`config.mk`:
```
export PLATFORM = sky130hd
export DESIGN_NAME = midpoint_ellipse_rasterizer_unit_flat
export DESIGN_NICKNAME = d
export VERILOG_FILES = /design/src/rtl/mer_pkg.sv /design/src/rtl/mer_cmd_if.sv /design/src/rtl/mer_pts_if.sv /design/src/rtl/mer_mul.sv /design/src/rtl/mer_ctrl.sv /design/src/rtl/midpoint_ellipse_rasterizer_unit.sv /design/src/flat_wrapper.sv
export SDC_FILE = /design/constraint.sdc
export NUM_CORES = 2
export LEC_CHECK = 0
export BUFFER_PORTS_ARGS = -buffer_cell sky130_fd_sc_hd__buf_2
export CELL_PAD_IN_SITES_DETAIL_PLACEMENT = 0
export CELL_PAD_IN_SITES_GLOBAL_PLACEMENT = 1
export CORE_MARGIN = 8
export CORE_UTILIZATION = 50
export DETAILED_ROUTE_END_ITERATION = 8
export PLACE_DENSITY_LB_ADDON = 0.1
export SLEW_MARGIN = 10
export SYNTH_ARGS = -nofsm -noshare
export SYNTH_HDL_FRONTEND = slang
export SYNTH_SLANG_ARGS = --single-unit
```
`constraint.sdc`:
```
create_clock -name clk -period 9.9 [get_ports clk]
set_input_delay 1.485 -clock clk [delete_from_list [all_inputs] [get_ports clk]]
set_output_delay 1.485 -clock clk [all_outputs]
set_load 0.05 [all_outputs]
```
`src/rtl/mer_pkg.sv`:
```
`timescale 1ns / 1ps
// ----------------------------------------------------------------------------
// mer_pkg
// Shared types and constants for the midpoint ellipse rasterizer.
// ----------------------------------------------------------------------------
package mer_pkg;

    localparam int COORD_BITS_DEF  = 10;
    localparam int RADIUS_BITS_DEF = 9;

    typedef enum logic [3:0] {
        ST_IDLE,
        ST_SQ_RX,
        ST_SQ_RY,
        ST_YTERM,
        ST_INIT,
        ST_EMIT,
        ST_ADV1,
        ST_ADV2,
        ST_E0,
        ST_E1,
        ST_E2,
        ST_E3,
        ST_E4,
        ST_E5,
        ST_E6
    } state_t;

    // multiplier operand selects
    typedef enum logic [2:0] {
        MA_RX,
        MA_RY,
        MA_RX2,
        MA_RY2,
        MA_PROD
    } a_sel_t;

    typedef enum logic [1:0] {
        MB_RX,
        MB_RY,
        MB_A,
        MB_BMAG
    } b_sel_t;

    typedef struct packed {
        logic   idle;
        logic   mul_en;
        a_sel_t mul_a;
        b_sel_t mul_b;
        logic   ld_rx2;
        logic   ld_ry2;
        logic   init_terms;
        logic   emit;
        logic   adv_move;
        logic   adv_decide;
        logic   ent_set;
        logic   ent_add;
        logic   ent_sub;
    } ctrl_t;

    typedef struct packed {
        logic cmd_fire;
        logic cmd_start;
        logic walking;
        logic region_two;
        logic y_zero;
        logic prod_zero;
        logic sx_ge_sy;
    } status_t;

endpackage

```
`src/rtl/mer_cmd_if.sv`:
```
`timescale 1ns / 1ps
// ----------------------------------------------------------------------------
// mer_cmd_if
// Command channel: start or step beats with center and radii.
// ----------------------------------------------------------------------------
interface mer_cmd_if
    import mer_pkg::*;
#(
    parameter int COORD_BITS  = COORD_BITS_DEF,
    parameter int RADIUS_BITS = RADIUS_BITS_DEF
);
    logic                   valid;
    logic                   ready;
    logic                   action;
    logic [COORD_BITS-1:0]  center_x;
    logic [COORD_BITS-1:0]  center_y;
    logic [RADIUS_BITS-1:0] radius_x;
    logic [RADIUS_BITS-1:0] radius_y;

    modport source (
        output valid, action, center_x, center_y, radius_x, radius_y,
        input  ready
    );

    modport sink (
        input  valid, action, center_x, center_y, radius_x, radius_y,
        output ready
    );
endinterface

```
`src/rtl/mer_pts_if.sv`:
```
`timescale 1ns / 1ps
// ----------------------------------------------------------------------------
// mer_pts_if
// Result channel: one four-way symmetric point set per beat.
// ----------------------------------------------------------------------------
interface mer_pts_if
    import mer_pkg::*;
#(
    parameter int COORD_BITS = COORD_BITS_DEF
);
    logic                         valid;
    logic                         ready;
    logic signed [COORD_BITS+1:0] px_right;
    logic signed [COORD_BITS+1:0] px_left;
    logic signed [COORD_BITS+1:0] py_low;
    logic signed [COORD_BITS+1:0] py_high;
    logic                         points_valid;
    logic                         last_points;

    modport source (
        output valid, px_right, px_left, py_low, py_high, points_valid, last_points,
        input  ready
    );

    modport sink (
        input  valid, px_right, px_left, py_low, py_high, points_valid, last_points,
        output ready
    );
endinterface

```
`src/rtl/mer_mul.sv`:
```
`timescale 1ns / 1ps
// ----------------------------------------------------------------------------
// mer_mul
// Shared unsigned multiplier with a registered product.
// ----------------------------------------------------------------------------
module mer_mul
#(
    parameter int A_W = 30,
    parameter int B_W = 12
)
(
    input  logic               clk,
    input  logic               en,
    input  logic [A_W-1:0]     a,
    input  logic [B_W-1:0]     b,
    output logic [A_W+B_W-1:0] p
);
    logic [A_W+B_W-1:0] p_reg;

    always_ff @(posedge clk)
    begin
        if (en)
        begin
            p_reg <= (A_W+B_W)'(a) * (A_W+B_W)'(b);
        end
    end

    assign p = p_reg;
endmodule

```
`src/rtl/mer_ctrl.sv`:
```
`timescale 1ns / 1ps
// ----------------------------------------------------------------------------
// mer_ctrl
// Sequencer: setup, emit, move and decision update, region-2 entry.
// ----------------------------------------------------------------------------
module mer_ctrl
    import mer_pkg::*;
(
    input  logic    clk,
    input  logic    rst_n,
    input  status_t stat,
    output ctrl_t   ctl
);
    state_t state_reg, state_next;
    logic   ret_emit_reg, ret_emit_next;   // entry came from setup: emit afterwards

    always_ff @(posedge clk or negedge rst_n)
    begin
        if (!rst_n)
        begin
            state_reg    <= ST_IDLE;
            ret_emit_reg <= 1'b0;
        end
        else
        begin
            state_reg    <= state_next;
            ret_emit_reg <= ret_emit_next;
        end
    end

    always_comb
    begin
        state_next    = state_reg;
        ret_emit_next = ret_emit_reg;
        case (state_reg)
            ST_IDLE:
            begin
                if (stat.cmd_fire)
                begin
                    state_next = stat.cmd_start ? ST_SQ_RX : ST_EMIT;
                end
            end
            ST_SQ_RX: state_next = ST_SQ_RY;
            ST_SQ_RY: state_next = ST_YTERM;
            ST_YTERM: state_next = ST_INIT;
            ST_INIT:
            begin
                // zero y term: region 1 is empty
                ret_emit_next = stat.prod_zero;
                state_next    = stat.prod_zero ? ST_E0 : ST_EMIT;
            end
            ST_EMIT:
            begin
                if (!stat.walking || (stat.region_two && stat.y_zero))
                begin
                    state_next = ST_IDLE;
                end
                else
                begin
                    state_next = ST_ADV1;
                end
            end
            ST_ADV1: state_next = ST_ADV2;
            ST_ADV2:
            begin
                ret_emit_next = 1'b0;
                state_next    = (!stat.region_two && stat.sx_ge_sy) ? ST_E0 : ST_IDLE;
            end
            ST_E0: state_next = ST_E1;
            ST_E1: state_next = ST_E2;
            ST_E2: state_next = ST_E3;
            ST_E3: state_next = ST_E4;
            ST_E4: state_next = ST_E5;
            ST_E5: state_next = ST_E6;
            ST_E6:
            begin
                ret_emit_next = 1'b0;
                state_next    = ret_emit_reg ? ST_EMIT : ST_IDLE;
            end
            default: state_next = ST_IDLE;
        endcase
    end

    always_comb
    begin
        ctl.idle       = 1'b0;
        ctl.mul_en     = 1'b0;
        ctl.mul_a      = MA_RX;
        ctl.mul_b      = MB_RX;
        ctl.ld_rx2     = 1'b0;
        ctl.ld_ry2     = 1'b0;
        ctl.init_terms = 1'b0;
        ctl.emit       = 1'b0;
        ctl.adv_move   = 1'b0;
        ctl.adv_decide = 1'b0;
        ctl.ent_set    = 1'b0;
        ctl.ent_add    = 1'b0;
        ctl.ent_sub    = 1'b0;
        case (state_reg)
            ST_IDLE: ctl.idle = 1'b1;
            ST_SQ_RX:
            begin
                ctl.mul_en = 1'b1;
                ctl.mul_a  = MA_RX;
                ctl.mul_b  = MB_RX;
            end
            ST_SQ_RY:
            begin
                ctl.mul_en = 1'b1;
                ctl.mul_a  = MA_RY;
                ctl.mul_b  = MB_RY;
                ctl.ld_rx2 = 1'b1;
            end
            ST_YTERM:
            begin
                ctl.mul_en = 1'b1;
                ctl.mul_a  = MA_RX2;
                ctl.mul_b  = MB_RY;
                ctl.ld_ry2 = 1'b1;
            end
            ST_INIT: ctl.init_terms = 1'b1;
            ST_EMIT: ctl.emit = 1'b1;
            ST_ADV1: ctl.adv_move = 1'b1;
            ST_ADV2: ctl.adv_decide = 1'b1;
            ST_E0:
            begin
                ctl.mul_en = 1'b1;
                ctl.mul_a  = MA_RY2;
                ctl.mul_b  = MB_A;
            end
            ST_E1:
            begin
                ctl.mul_en = 1'b1;
                ctl.mul_a  = MA_PROD;
                ctl.mul_b  = MB_A;
            end
            ST_E2:
            begin
                ctl.mul_en  = 1'b1;
                ctl.mul_a   = MA_RX2;
                ctl.mul_b   = MB_BMAG;
                ctl.ent_set = 1'b1;
            end
            ST_E3:
            begin
                ctl.mul_en = 1'b1;
                ctl.mul_a  = MA_PROD;
                ctl.mul_b  = MB_BMAG;
            end
            ST_E4:
            begin
                ctl.mul_en  = 1'b1;
                ctl.mul_a   = MA_RX2;
                ctl.mul_b   = MB_RY;
                ctl.ent_add = 1'b1;
            end
            ST_E5:
            begin
                ctl.mul_en = 1'b1;
                ctl.mul_a  = MA_PROD;
                ctl.mul_b  = MB_RY;
            end
            ST_E6: ctl.ent_sub = 1'b1;
            default: ctl.idle = 1'b0;
        endcase
    end
endmodule

```
`src/rtl/midpoint_ellipse_rasterizer_unit.sv`:
```
`timescale 1ns / 1ps
// ----------------------------------------------------------------------------
// midpoint_ellipse_rasterizer_unit
// Midpoint ellipse walker emitting one four-way symmetric point set per beat.
// ----------------------------------------------------------------------------
// A start beat (action 0) latches center and radii and answers with the first
// point set (offset 0, ry); each step beat (action 1) answers with the next set.
// The final set carries last_points; steps after that, or before any start,
// answer with points_valid low and all coordinates zero. Decision terms are the
// textbook ones scaled by 4, so all math is exact integer. One beat at a time:
// a step runs the emit, then the move and the decision update, before the next
// accept (emit only for the final set or an idle step); a start first makes three
// passes through the multiplier for rx^2, ry^2 and rx^2*ry, then the same emit
// and update. The switch into region 2 happens once per ellipse and lengthens
// the beat that triggers it: the region-2 decision term is rebuilt with six
// passes through the one shared multiplier (registered product, one pass per
// cycle). A start hits this at most once. Results sit in an output register, so
// the next command is taken in the same cycle a result is drained.
// ----------------------------------------------------------------------------
module midpoint_ellipse_rasterizer_unit
    import mer_pkg::*;
#(
    parameter int COORD_BITS  = COORD_BITS_DEF,
    parameter int RADIUS_BITS = RADIUS_BITS_DEF
)
(
    input  logic       clk,
    input  logic       rst_n,
    mer_cmd_if.sink    cmd,
    mer_pts_if.source  pts
);
    localparam int OFF_W = RADIUS_BITS + 1;      // x, y offsets
    localparam int SQ_W  = 2 * RADIUS_BITS;      // rx^2, ry^2
    localparam int SW    = 3 * RADIUS_BITS + 3;  // 2*ry^2*x, 2*rx^2*y
    localparam int MA    = 3 * RADIUS_BITS + 3;  // multiplier operand A
    localparam int MB    = RADIUS_BITS + 3;      // multiplier operand B
    localparam int PW    = MA + MB;
    localparam int DW    = 4 * RADIUS_BITS + 8;  // decision, two's complement
    localparam int OUT_W = COORD_BITS + 2;

    ctrl_t   ctl;
    status_t stat;

    // control state
    logic walking_reg, walking_next;
    logic region_two_reg, region_two_next;
    logic out_valid_reg, out_valid_next;

    // datapath
    logic [COORD_BITS-1:0]  cx_reg, cx_next;
    logic [COORD_BITS-1:0]  cy_reg, cy_next;
    logic [RADIUS_BITS-1:0] rx_reg, rx_next;
    logic [RADIUS_BITS-1:0] ry_reg, ry_next;
    logic [SQ_W-1:0]        rx2_reg, rx2_next;
    logic [SQ_W-1:0]        ry2_reg, ry2_next;
    logic [OFF_W-1:0]       x_reg, x_next;
    logic [OFF_W-1:0]       y_reg, y_next;
    logic [SW-1:0]          sx_reg, sx_next;
    logic [SW-1:0]          sy_reg, sy_next;
    logic [DW-1:0]          d_reg, d_next;
    logic                   move_x_reg, move_x_next;
    logic                   move_y_reg, move_y_next;

    // result register
    logic [OUT_W-1:0] px_right_reg, px_right_next;
    logic [OUT_W-1:0] px_left_reg, px_left_next;
    logic [OUT_W-1:0] py_low_reg, py_low_next;
    logic [OUT_W-1:0] py_high_reg, py_high_next;
    logic             pv_reg, pv_next;
    logic             last_reg, last_next;

    logic [MA-1:0]    mul_a;
    logic [MB-1:0]    mul_b;
    logic [PW-1:0]    prod;
    logic [MB-1:0]    a_term;     // 2x+1
    logic [OFF_W-1:0] b_mag;      // |y-1|
    logic             d_neg;
    logic             d_le0;
    logic             cmd_fire;
    logic             last_set;

    assign cmd.ready = ctl.idle && (!out_valid_reg || pts.ready);
    assign cmd_fire  = cmd.valid && cmd.ready;

    assign d_neg    = d_reg[DW-1];
    assign d_le0    = d_neg || (d_reg == '0);
    assign a_term   = MB'({x_reg, 1'b1});
    assign b_mag    = (y_reg == '0) ? OFF_W'(1) : (y_reg - OFF_W'(1));
    assign last_set = region_two_reg && (y_reg == '0);

    assign stat.cmd_fire   = cmd_fire;
    assign stat.cmd_start  = !cmd.action;
    assign stat.walking    = walking_reg;
    assign stat.region_two = region_two_reg;
    assign stat.y_zero     = (y_reg == '0);
    assign stat.prod_zero  = (prod == '0);
    assign stat.sx_ge_sy   = (sx_reg >= sy_reg);

    mer_ctrl u_ctrl (
        .clk   (clk),
        .rst_n (rst_n),
        .stat  (stat),
        .ctl   (ctl)
    );

    // shared multiplier operands
    always_comb
    begin
        case (ctl.mul_a)
            MA_RX:   mul_a = MA'(rx_reg);
            MA_RY:   mul_a = MA'(ry_reg);
            MA_RX2:  mul_a = MA'(rx2_reg);
            MA_RY2:  mul_a = MA'(ry2_reg);
            MA_PROD: mul_a = prod[MA-1:0];
            default: mul_a = '0;
        endcase
        case (ctl.mul_b)
            MB_RX:   mul_b = MB'(rx_reg);
            MB_RY:   mul_b = MB'(ry_reg);
            MB_A:    mul_b = a_term;
            MB_BMAG: mul_b = MB'(b_mag);
            default: mul_b = '0;
        endcase
    end

    mer_mul #(
        .A_W (MA),
        .B_W (MB)
    ) u_mul (
        .clk (clk),
        .en  (ctl.mul_en),
        .a   (mul_a),
        .b   (mul_b),
        .p   (prod)
    );

    always_comb
    begin
        walking_next    = walking_reg;
        region_two_next = region_two_reg;
        out_valid_next  = out_valid_reg;
        cx_next         = cx_reg;
        cy_next         = cy_reg;
        rx_next         = rx_reg;
        ry_next         = ry_reg;
        rx2_next        = rx2_reg;
        ry2_next        = ry2_reg;
        x_next          = x_reg;
        y_next          = y_reg;
        sx_next         = sx_reg;
        sy_next         = sy_reg;
        d_next          = d_reg;
        move_x_next     = move_x_reg;
        move_y_next     = move_y_reg;
        px_right_next   = px_right_reg;
        px_left_next    = px_left_reg;
        py_low_next     = py_low_reg;
        py_high_next    = py_high_reg;
        pv_next         = pv_reg;
        last_next       = last_reg;

        if (out_valid_reg && pts.ready)
        begin
            out_valid_next = 1'b0;
        end

        if (cmd_fire && !cmd.action)
        begin
            cx_next         = cmd.center_x;
            cy_next         = cmd.center_y;
            rx_next         = cmd.radius_x;
            ry_next         = cmd.radius_y;
            x_next          = '0;
            y_next          = OFF_W'(cmd.radius_y);
            sx_next         = '0;
            region_two_next = 1'b0;
            walking_next    = 1'b1;
        end

        if (ctl.ld_rx2)
        begin
            rx2_next = prod[SQ_W-1:0];
        end
        if (ctl.ld_ry2)
        begin
            ry2_next = prod[SQ_W-1:0];
        end

        // prod = rx^2*ry here
        if (ctl.init_terms)
        begin
            sy_next = SW'(prod) << 1;
            d_next  = (DW'(ry2_reg) << 2) - (DW'(prod) << 2) + DW'(rx2_reg);
        end

        if (ctl.emit)
        begin
            out_valid_next = 1'b1;
            if (walking_reg)
            begin
                px_right_next = OUT_W'(cx_reg) + OUT_W'(x_reg);
                px_left_next  = OUT_W'(cx_reg) - OUT_W'(x_reg);
                py_low_next   = OUT_W'(cy_reg) + OUT_W'(y_reg);
                py_high_next  = OUT_W'(cy_reg) - OUT_W'(y_reg);
                pv_next       = 1'b1;
                last_next     = last_set;
                if (last_set)
                begin
                    walking_next = 1'b0;
                end
            end
            else
            begin
                px_right_next = '0;
                px_left_next  = '0;
                py_low_next   = '0;
                py_high_next  = '0;
                pv_next       = 1'b0;
                last_next     = 1'b0;
            end
        end

        // first half of a move: offsets and step terms
        if (ctl.adv_move)
        begin
            move_x_next = !region_two_reg || d_le0;
            move_y_next = region_two_reg || !d_neg;
            if (move_x_next)
            begin
                x_next  = x_reg + OFF_W'(1);
                sx_next = sx_reg + (SW'(ry2_reg) << 1);
            end
            if (move_y_next)
            begin
                y_next  = y_reg - OFF_W'(1);
                sy_next = sy_reg - (SW'(rx2_reg) << 1);
            end
        end

        // second half: decision update from the new step terms
        if (ctl.adv_decide)
        begin
            d_next = d_reg
                   + (move_x_reg ? (DW'(sx_reg) << 2) : DW'(0))
                   - (move_y_reg ? (DW'(sy_reg) << 2) : DW'(0))
                   + (DW'(region_two_reg ? rx2_reg : ry2_reg) << 2);
        end

        // region-2 entry: ry2*a*a + 4*rx2*b*b - 4*rx2*ry2
        if (ctl.ent_set)
        begin
            d_next = DW'(prod);
        end
        if (ctl.ent_add)
        begin
            d_next = d_reg + (DW'(prod) << 2);
        end
        if (ctl.ent_sub)
        begin
            d_next          = d_reg - (DW'(prod) << 2);
            region_two_next = 1'b1;
        end
    end

    always_ff @(posedge clk or negedge rst_n)
    begin
        if (!rst_n)
        begin
            walking_reg    <= 1'b0;
            region_two_reg <= 1'b0;
            out_valid_reg  <= 1'b0;
        end
        else
        begin
            walking_reg    <= walking_next;
            region_two_reg <= region_two_next;
            out_valid_reg  <= out_valid_next;
        end
    end

    always_ff @(posedge clk)
    begin
        cx_reg       <= cx_next;
        cy_reg       <= cy_next;
        rx_reg       <= rx_next;
        ry_reg       <= ry_next;
        rx2_reg      <= rx2_next;
        ry2_reg      <= ry2_next;
        x_reg        <= x_next;
        y_reg        <= y_next;
        sx_reg       <= sx_next;
        sy_reg       <= sy_next;
        d_reg        <= d_next;
        move_x_reg   <= move_x_next;
        move_y_reg   <= move_y_next;
        px_right_reg <= px_right_next;
        px_left_reg  <= px_left_next;
        py_low_reg   <= py_low_next;
        py_high_reg  <= py_high_next;
        pv_reg       <= pv_next;
        last_reg     <= last_next;
    end

    assign pts.valid        = out_valid_reg;
    assign pts.px_right     = px_right_reg;
    assign pts.px_left      = px_left_reg;
    assign pts.py_low       = py_low_reg;
    assign pts.py_high      = py_high_reg;
    assign pts.points_valid = pv_reg;
    assign pts.last_points  = last_reg;

`ifndef SYNTHESIS
    // one command at a time
    a_one_beat: assert property (@(posedge clk) disable iff (!rst_n)
        cmd.valid && cmd.ready |=> !cmd.ready)
        else $error("command taken while busy");

    // a pending final set means the walk has stopped
    a_last_stops: assert property (@(posedge clk) disable iff (!rst_n)
        pts.valid && pts.last_points |-> !walking_reg)
        else $error("walk still active after final set");

    // region 2 is only entered once the x term has caught up
    a_region_two: assert property (@(posedge clk) disable iff (!rst_n)
        region_two_reg |-> (sx_reg >= sy_reg))
        else $error("region 2 with x term below y term");

    // between beats a region-1 walk never sits on the x axis
    a_region_one_y: assert property (@(posedge clk) disable iff (!rst_n)
        ctl.idle && walking_reg && !region_two_reg |-> (y_reg != '0))
        else $error("region 1 walk with zero y offset");
`endif
endmodule
```
`src/flat_wrapper.sv`:
```
// flat-port wrapper written by rule: the top's interface ports become plain ports
module midpoint_ellipse_rasterizer_unit_flat import mer_pkg::*;
#(
    parameter int COORD_BITS  = COORD_BITS_DEF,
    parameter int RADIUS_BITS = RADIUS_BITS_DEF
)
  (clk, rst_n, cmd_valid, cmd_action, cmd_center_x, cmd_center_y, cmd_radius_x, cmd_radius_y, cmd_ready, pts_valid, pts_px_right, pts_px_left, pts_py_low, pts_py_high, pts_points_valid, pts_last_points, pts_ready);
  mer_cmd_if #(.COORD_BITS(COORD_BITS), .RADIUS_BITS(RADIUS_BITS)) cmd_i ();
  mer_pts_if #(.COORD_BITS(COORD_BITS)) pts_i ();
  input  logic clk;
  input  logic rst_n;
  input wire logic [$bits(cmd_i.valid)-1:0] cmd_valid;
  input wire logic [$bits(cmd_i.action)-1:0] cmd_action;
  input wire logic [$bits(cmd_i.center_x)-1:0] cmd_center_x;
  input wire logic [$bits(cmd_i.center_y)-1:0] cmd_center_y;
  input wire logic [$bits(cmd_i.radius_x)-1:0] cmd_radius_x;
  input wire logic [$bits(cmd_i.radius_y)-1:0] cmd_radius_y;
  output wire logic [$bits(cmd_i.ready)-1:0] cmd_ready;
  output wire logic [$bits(pts_i.valid)-1:0] pts_valid;
  output wire logic [$bits(pts_i.px_right)-1:0] pts_px_right;
  output wire logic [$bits(pts_i.px_left)-1:0] pts_px_left;
  output wire logic [$bits(pts_i.py_low)-1:0] pts_py_low;
  output wire logic [$bits(pts_i.py_high)-1:0] pts_py_high;
  output wire logic [$bits(pts_i.points_valid)-1:0] pts_points_valid;
  output wire logic [$bits(pts_i.last_points)-1:0] pts_last_points;
  input wire logic [$bits(pts_i.ready)-1:0] pts_ready;
  assign cmd_i.valid = cmd_valid;
  assign cmd_i.action = cmd_action;
  assign cmd_i.center_x = cmd_center_x;
  assign cmd_i.center_y = cmd_center_y;
  assign cmd_i.radius_x = cmd_radius_x;
  assign cmd_i.radius_y = cmd_radius_y;
  assign cmd_ready = cmd_i.ready;
  assign pts_valid = pts_i.valid;
  assign pts_px_right = pts_i.px_right;
  assign pts_px_left = pts_i.px_left;
  assign pts_py_low = pts_i.py_low;
  assign pts_py_high = pts_i.py_high;
  assign pts_points_valid = pts_i.points_valid;
  assign pts_last_points = pts_i.last_points;
  assign pts_i.ready = pts_ready;
  midpoint_ellipse_rasterizer_unit #(.COORD_BITS(COORD_BITS), .RADIUS_BITS(RADIUS_BITS)) u_core (.clk(clk), .rst_n(rst_n), .cmd(cmd_i), .pts(pts_i));
endmodule
```
* Word level (Yosys, flattened, before mapping) *
Cells that the tools add are included.

storage, ports and cells
  register bits = 300
  input bits = 43
  output and inout bits = 52
  logic and storage cells = 143

cells by class
  add/sub/neg operators = 15
  multipliers = 1
  magnitude comparators = 1
  eq/ne operators = 22
  mux-type cells = 51
  reduce and logical (&&, ||, !) cells = 28

operators by type and width
  cell                count
  $mux 44             5
  $mux 30             6
  $pmux 30 s5         1
  $add 44x44->44      3
  $sub 44x44->44      2
  $mux 10             7
  $mux 32             2
  $pmux 4 s15         1
  $pmux 12 s4         1
  $pmux 6 s8          1
  $add 44x18->44      1
  $logic_not 44->1    1
  $sub 20x44->44      1
  $logic_not 42->1    1
  $mul 30x12->42      1
  $add 30x19->30      1
  $ge 30x30->1        1
  $sub 30x19->30      1
  $eq 4x4->1 const B  7
  $add 10x10->11      2
  $sub 10x10->11      2
  $mux 1              19
  $mux 18             1
  $eq 4x3->1 const B  4
  other kinds (23)    46

* Depth between registers and ports, before layout *
  word-level depth = 9
  mapped depth = 31
  gate-level depth less buffers = 29

* Hierarchy *
Synthesis repeated with hierarchy kept, for this count alone.

unflattened totals
  cell total of the unflattened synthesis = 4541
  area, all modules = 38857.3 um^2

by module, submodules not included
  module                            instances  cells each  area each (um^2)  sequential area each (um^2)
  midpoint_ellipse_rasterizer_unit  1          3123        26073.8           6621.4
  mer_mul                           1          1357        12338.1           1261.2
  mer_ctrl                          1          61          445.4             125.1

* Worst setup path before layout *
OpenSTA, ideal clock, no wires.

  path type = register to register
  start = reg u_core.u_ctrl.state_reg[1]
  end = reg u_core.u_mul.p_reg[40], in the netlist u_core.u_mul.p[40], data pin
  data arrival time = 7.885 ns
  slack = 1.857 ns
  stages on the path, launching flop included = 27
  path buffers = 2
  path through = dfrtp_1 -> buf_2 -> nand2b_1 -> nor3_1 -> a22oi_1 -> nand3_1 -> nand2_1 -> fa_1 -> fa_1 -> fa_1 -> inv_1 -> fa_1 -> inv_1 -> fa_1 -> inv_1 -> ha_1 -> buf_2 -> nand3_1 -> a21oi_1 -> a211oi_2 -> o211ai_2 -> a311oi_2 -> o211a_1 -> o21ai_2 -> a41oi_2 -> or4b_1 -> o211ai_1

between the ends
  longest elaborated chain between the ends = 6

RTL lines
  what                                        line                                                                              text
  start: declaration                          mer_ctrl.sv:14                                                                    state_t state_reg, state_next;
  start signal: assignment                    mer_ctrl.sv:26                                                                    state_reg <= state_next;
  $eq 4x4->1 or $eq 4x2->1 (tied branches)    mer_ctrl.sv:99                                                                    case (state_reg)
  $reduce_or 2->1 (no source line)            n/a
  $pmux 6 s8 *                                mer_ctrl.sv:99
  $eq 3x3->1, or another cell as far along    midpoint_ellipse_rasterizer_unit.sv:109                                           case (ctl.mul_a)
  $pmux 30 s5 or $pmux 12 s4 (tied branches)  midpoint_ellipse_rasterizer_unit.sv:109, midpoint_ellipse_rasterizer_unit.sv:117
  $mul 30x12->42 *                            mer_mul.sv:24                                                                     p_reg <= (A_W+B_W)'(a) * (A_W+B_W)'(b);
  end signal: assignment                      mer_mul.sv:24
  end: declaration                            mer_mul.sv:18                                                                     logic [A_W+B_W-1:0] p_reg;

Mark *: on every way between the ends. The rest lies on a longest branch, timed or not. The select of a mux whose other input is x is not followed.
A chain may end at the register's enable or synchronous reset.

* Final worst setup path *
  start = reg u_core.u_ctrl.state_reg[1]
  end = reg u_core.u_mul.p_reg[35], in the netlist u_core.u_mul.p[35], data pin

The elaborated chain is that of the path after synthesis.

==> results.md <==
* Status: complete, no violations
* Worst path arrival time at approximately 8.6 ns
* Hold buffers post-CTS at 0
* Worst-Margin Slew at 1.261 ns
* CTS buffer count at 39
* Multi-input logic area at 0.02676 mm2
* Routability congestion estimate from global placement at slightly below 1
* Ys async rst share at under 10%
* Largest register FFs at 44
* Die area at 0.08472 mm2
* F_max at roughly 120 MHz
* Top cell type's share of synthesized area at between 15 and 20%
* Fin crit share at 83.58%
* Top cells by area, synth: fa_1 17%, edfxtp_1 17%, ha_1 13%
* Routed Antenna Nets at 0
* Mapped Area at 0.03783 mm2
* Layout cells sized above 1 at 6.504%
* Core area at 0.07544 mm2
* Routed wire length at 129.9 mm
* FF+latch count, synth at 294
* Worst slew margin at between 10% and 20%
* Register Area at ~0.0080 mm2
* Fill cells at 7282
* IO Pins at 95
* Overflow after GRT at 0
* Leading area contributor after synthesis: fa_1
* Syn Inst Count at 4439
* Max Fanout on Critical Path at 28
* Clock slew seen by the registers of the worst setup and hold paths at 0.07 ns
* Initial Util at 50.15%
* CTS sink count at roughly 300
* First-pass GRT wire length at around 200 mm
* Number of flops mapped to enable cells by yosys at 208
* Buffers on Ports at 92
* Max Slew Vio Count at 0
* Via count at 33.11k
* Max clock buf depth at 3
* CTS tree: done
* Layout overhead on the synthesized area at 7.051%
* Initial antenna violation count at 1
* Startpoint types: flop
* Final Hold Fails at 0
* Synthesized area per cell at 8.523 um2
* GRT met1 Usage at between 40% and 50%
* Post-CTS setup repair buffer count at 0
* Global routing's busiest layer: met2
* Setup CP Type: reg -> reg
* WL per Instance at 23.82 um
* Unique masters post-synth at 117
* Hpwl dp at a little over 100 mm
* Initial DRC count at 3176
* Clk_skew at 0.04388 ns
* Die Wd at 291.1 um
* Final Setup Violations at 0
* Met3 Resource Use GR at 4.274%
* Max-cap violations at 0
* Vias per Instance at 6.070
* TritonRoute pass-1 iters at 6
* RSZ-0062 raised after global routing: no
* Most common cell in the netlist: inv_1
* Hold/Removal Path Class: reg -> reg
* NumNets Final at approximately 5.2k
* Largest net degree at the start of global routing at 51
* Die height at 291.1 um
* CP Capture Type: flop
* M2 GR Usage at 46.38%
* All-Layer GR Usage at 29.79%
* Post-synth top flop: edfxtp_1
* Core Rows at between 100 and 150
* DRC Markers at 0
* Post-synth top cells: 634 x inv_1, 512 x nand2_1, 388 x ha_1
* Crit path time final at 8.275 ns
* Register area share after synthesis at between 20% and 30%
* Number of global-route vias before repair at 32.14k
* Yosys warns at 0
* CTS Root Cell: clkbuf_16
* CP Data Required Time at 10.21 ns
* Resize count post-CTS at 0
* CTS HTree Levels at 2
* Clock Latency Late Sink at 0.60 ns
* Setup TNS at 0 ns
==> worst max-delay path, cell delays in order (launching register included) <==
cell and delay [ns]:
dfrtp_1 0.36, buf_4 0.22, nor2b_1 0.63, a21oi_1 0.37, a22o_1 0.32, a221o_1 0.25, a21oi_1 0.58, inv_1 0.21
and2_1 0.21, fa_1 0.46, ha_1 0.21, fa_1 0.48, inv_1 0.06, fa_1 0.49, fa_1 0.49, inv_1 0.04
ha_1 0.31, o21ai_0 0.09, o21bai_1 0.09, a21oi_1 0.53, o31ai_2 0.18, a41oi_1 0.46, o31a_1 0.37, o21ai_0 0.19
o21a_1 0.20, nor2_1 0.10, xnor2_1 0.07
==> kinds of logic (layout without fill, tap and decap cells) <==
| group | after synthesis | after routing | share of synthesized area (%) |
|---|---|---|---|
| AO/OA/AOI/OAI | 1094 | 1094 | 19.51 |
| XOR/XNOR | 173 | 173 | 4.005 |
| adder cells (fa/ha/maj) | 714 | 714 | 30.08 |
| buffers and inverters | 820 | 854 | 8.304 |
| flip-flops | 294 | 294 | 21.17 |
| multiplexers | 23 | 23 | 0.6085 |
| other | 1 | 4 | 0.009912 |
| AND/OR/NAND/NOR | 1320 | 1320 | 16.31 |
==> path summary, 6_finish.rpt <==
check	slack, ns	startpoint	cells after the start	end
min in group asynchronous	0.81	rst_n	1	u_core.u_ctrl.state_reg[1]
setup / recovery	1.63	u_core.u_ctrl.state_reg[1]	26	u_core.u_mul.p[35]
max in group asynchronous	8.80	rst_n	1	u_core.u_ctrl.ret_emit_reg
setup reg to reg	1.63	u_core.u_ctrl.state_reg[1]	26	u_core.u_mul.p[35]
hold / removal	0.50	u_core.sx_reg[9]	2	u_core.sx_reg[9]
hold reg to reg	0.50	u_core.sx_reg[9]	2	u_core.sx_reg[9]
==> area by class of cell <==
type                    instances  share of cell area [%]
repair buffers                142                   2.064
inverters                     641                   5.941
clock inverters                21                  0.4974
clock buffers                  50                   2.611
flip-flops and latches        294                   19.77
well taps                     978                   3.021
multi-input cells            3326                   66.08
diodes                          2                 0.01236
==> routing by layer <==
| layer | up-vias | share of wire (%) | routed length, um |
|---|---|---|---|
| met1 | 16350 | 45 | 58090 |
| met3 | 171 | 8.1 | 10500 |
| met4 | 0 | 3.0 | 3846 |
| met2 | 1322 | 44 | 57470 |
| li1 | 15270 | - | - |
| met5 | - | 0 | 0 |
==> through the flow <==
stage                     setup WS, ns  utilization (%)  hold WS, ns  instances  instance area (um2)
final                            1.625            53.68       0.5047       5454                40500
after global routing             1.201            53.68       0.5292       5452                40500
after floorplan                  1.857                -       0.4622       4440                37840
after CTS                        1.711            53.68       0.5101       5452                40500
after global placement           1.904            52.01       0.4987       5381                39240
after detailed placement         1.778            52.01       0.4993       5381                39240
==> layout by cell type (no fill, tap or decap), types with 9 or more instances in the layout <==
cell       instances
o22ai_1           28
mux2i_1           23
o21ai_0          192
nor2b_1           41
and3_1            38
buf_2             92
o211ai_1          33
xor2_1            43
a21oi_1          279
or3_1             21
a21boi_0           9
o221ai_1          17
clkbuf_16         39
buf_4             50
a221o_1           12
nor2_1           282
dfxtp_1           78
o21bai_1          38
nand3_1           93
nor3_1            65
o31ai_1           17
nand2_1          512
o21a_1            40
o21ai_1           23
ha_1             388
a21o_1            89
edfxtp_1         208
a211oi_1          52
nor4_1            26
nand2b_1          46
clkinv_1           9
nand4_1           30
a221oi_1          32
and2_1            91
fa_1             326
inv_1            634
a22oi_1           38
xnor2_1          130
a31oi_1           51
Power is not shown: default switching activity piles up to over one toggle a cycle in this logic, so the estimate is an artifact.
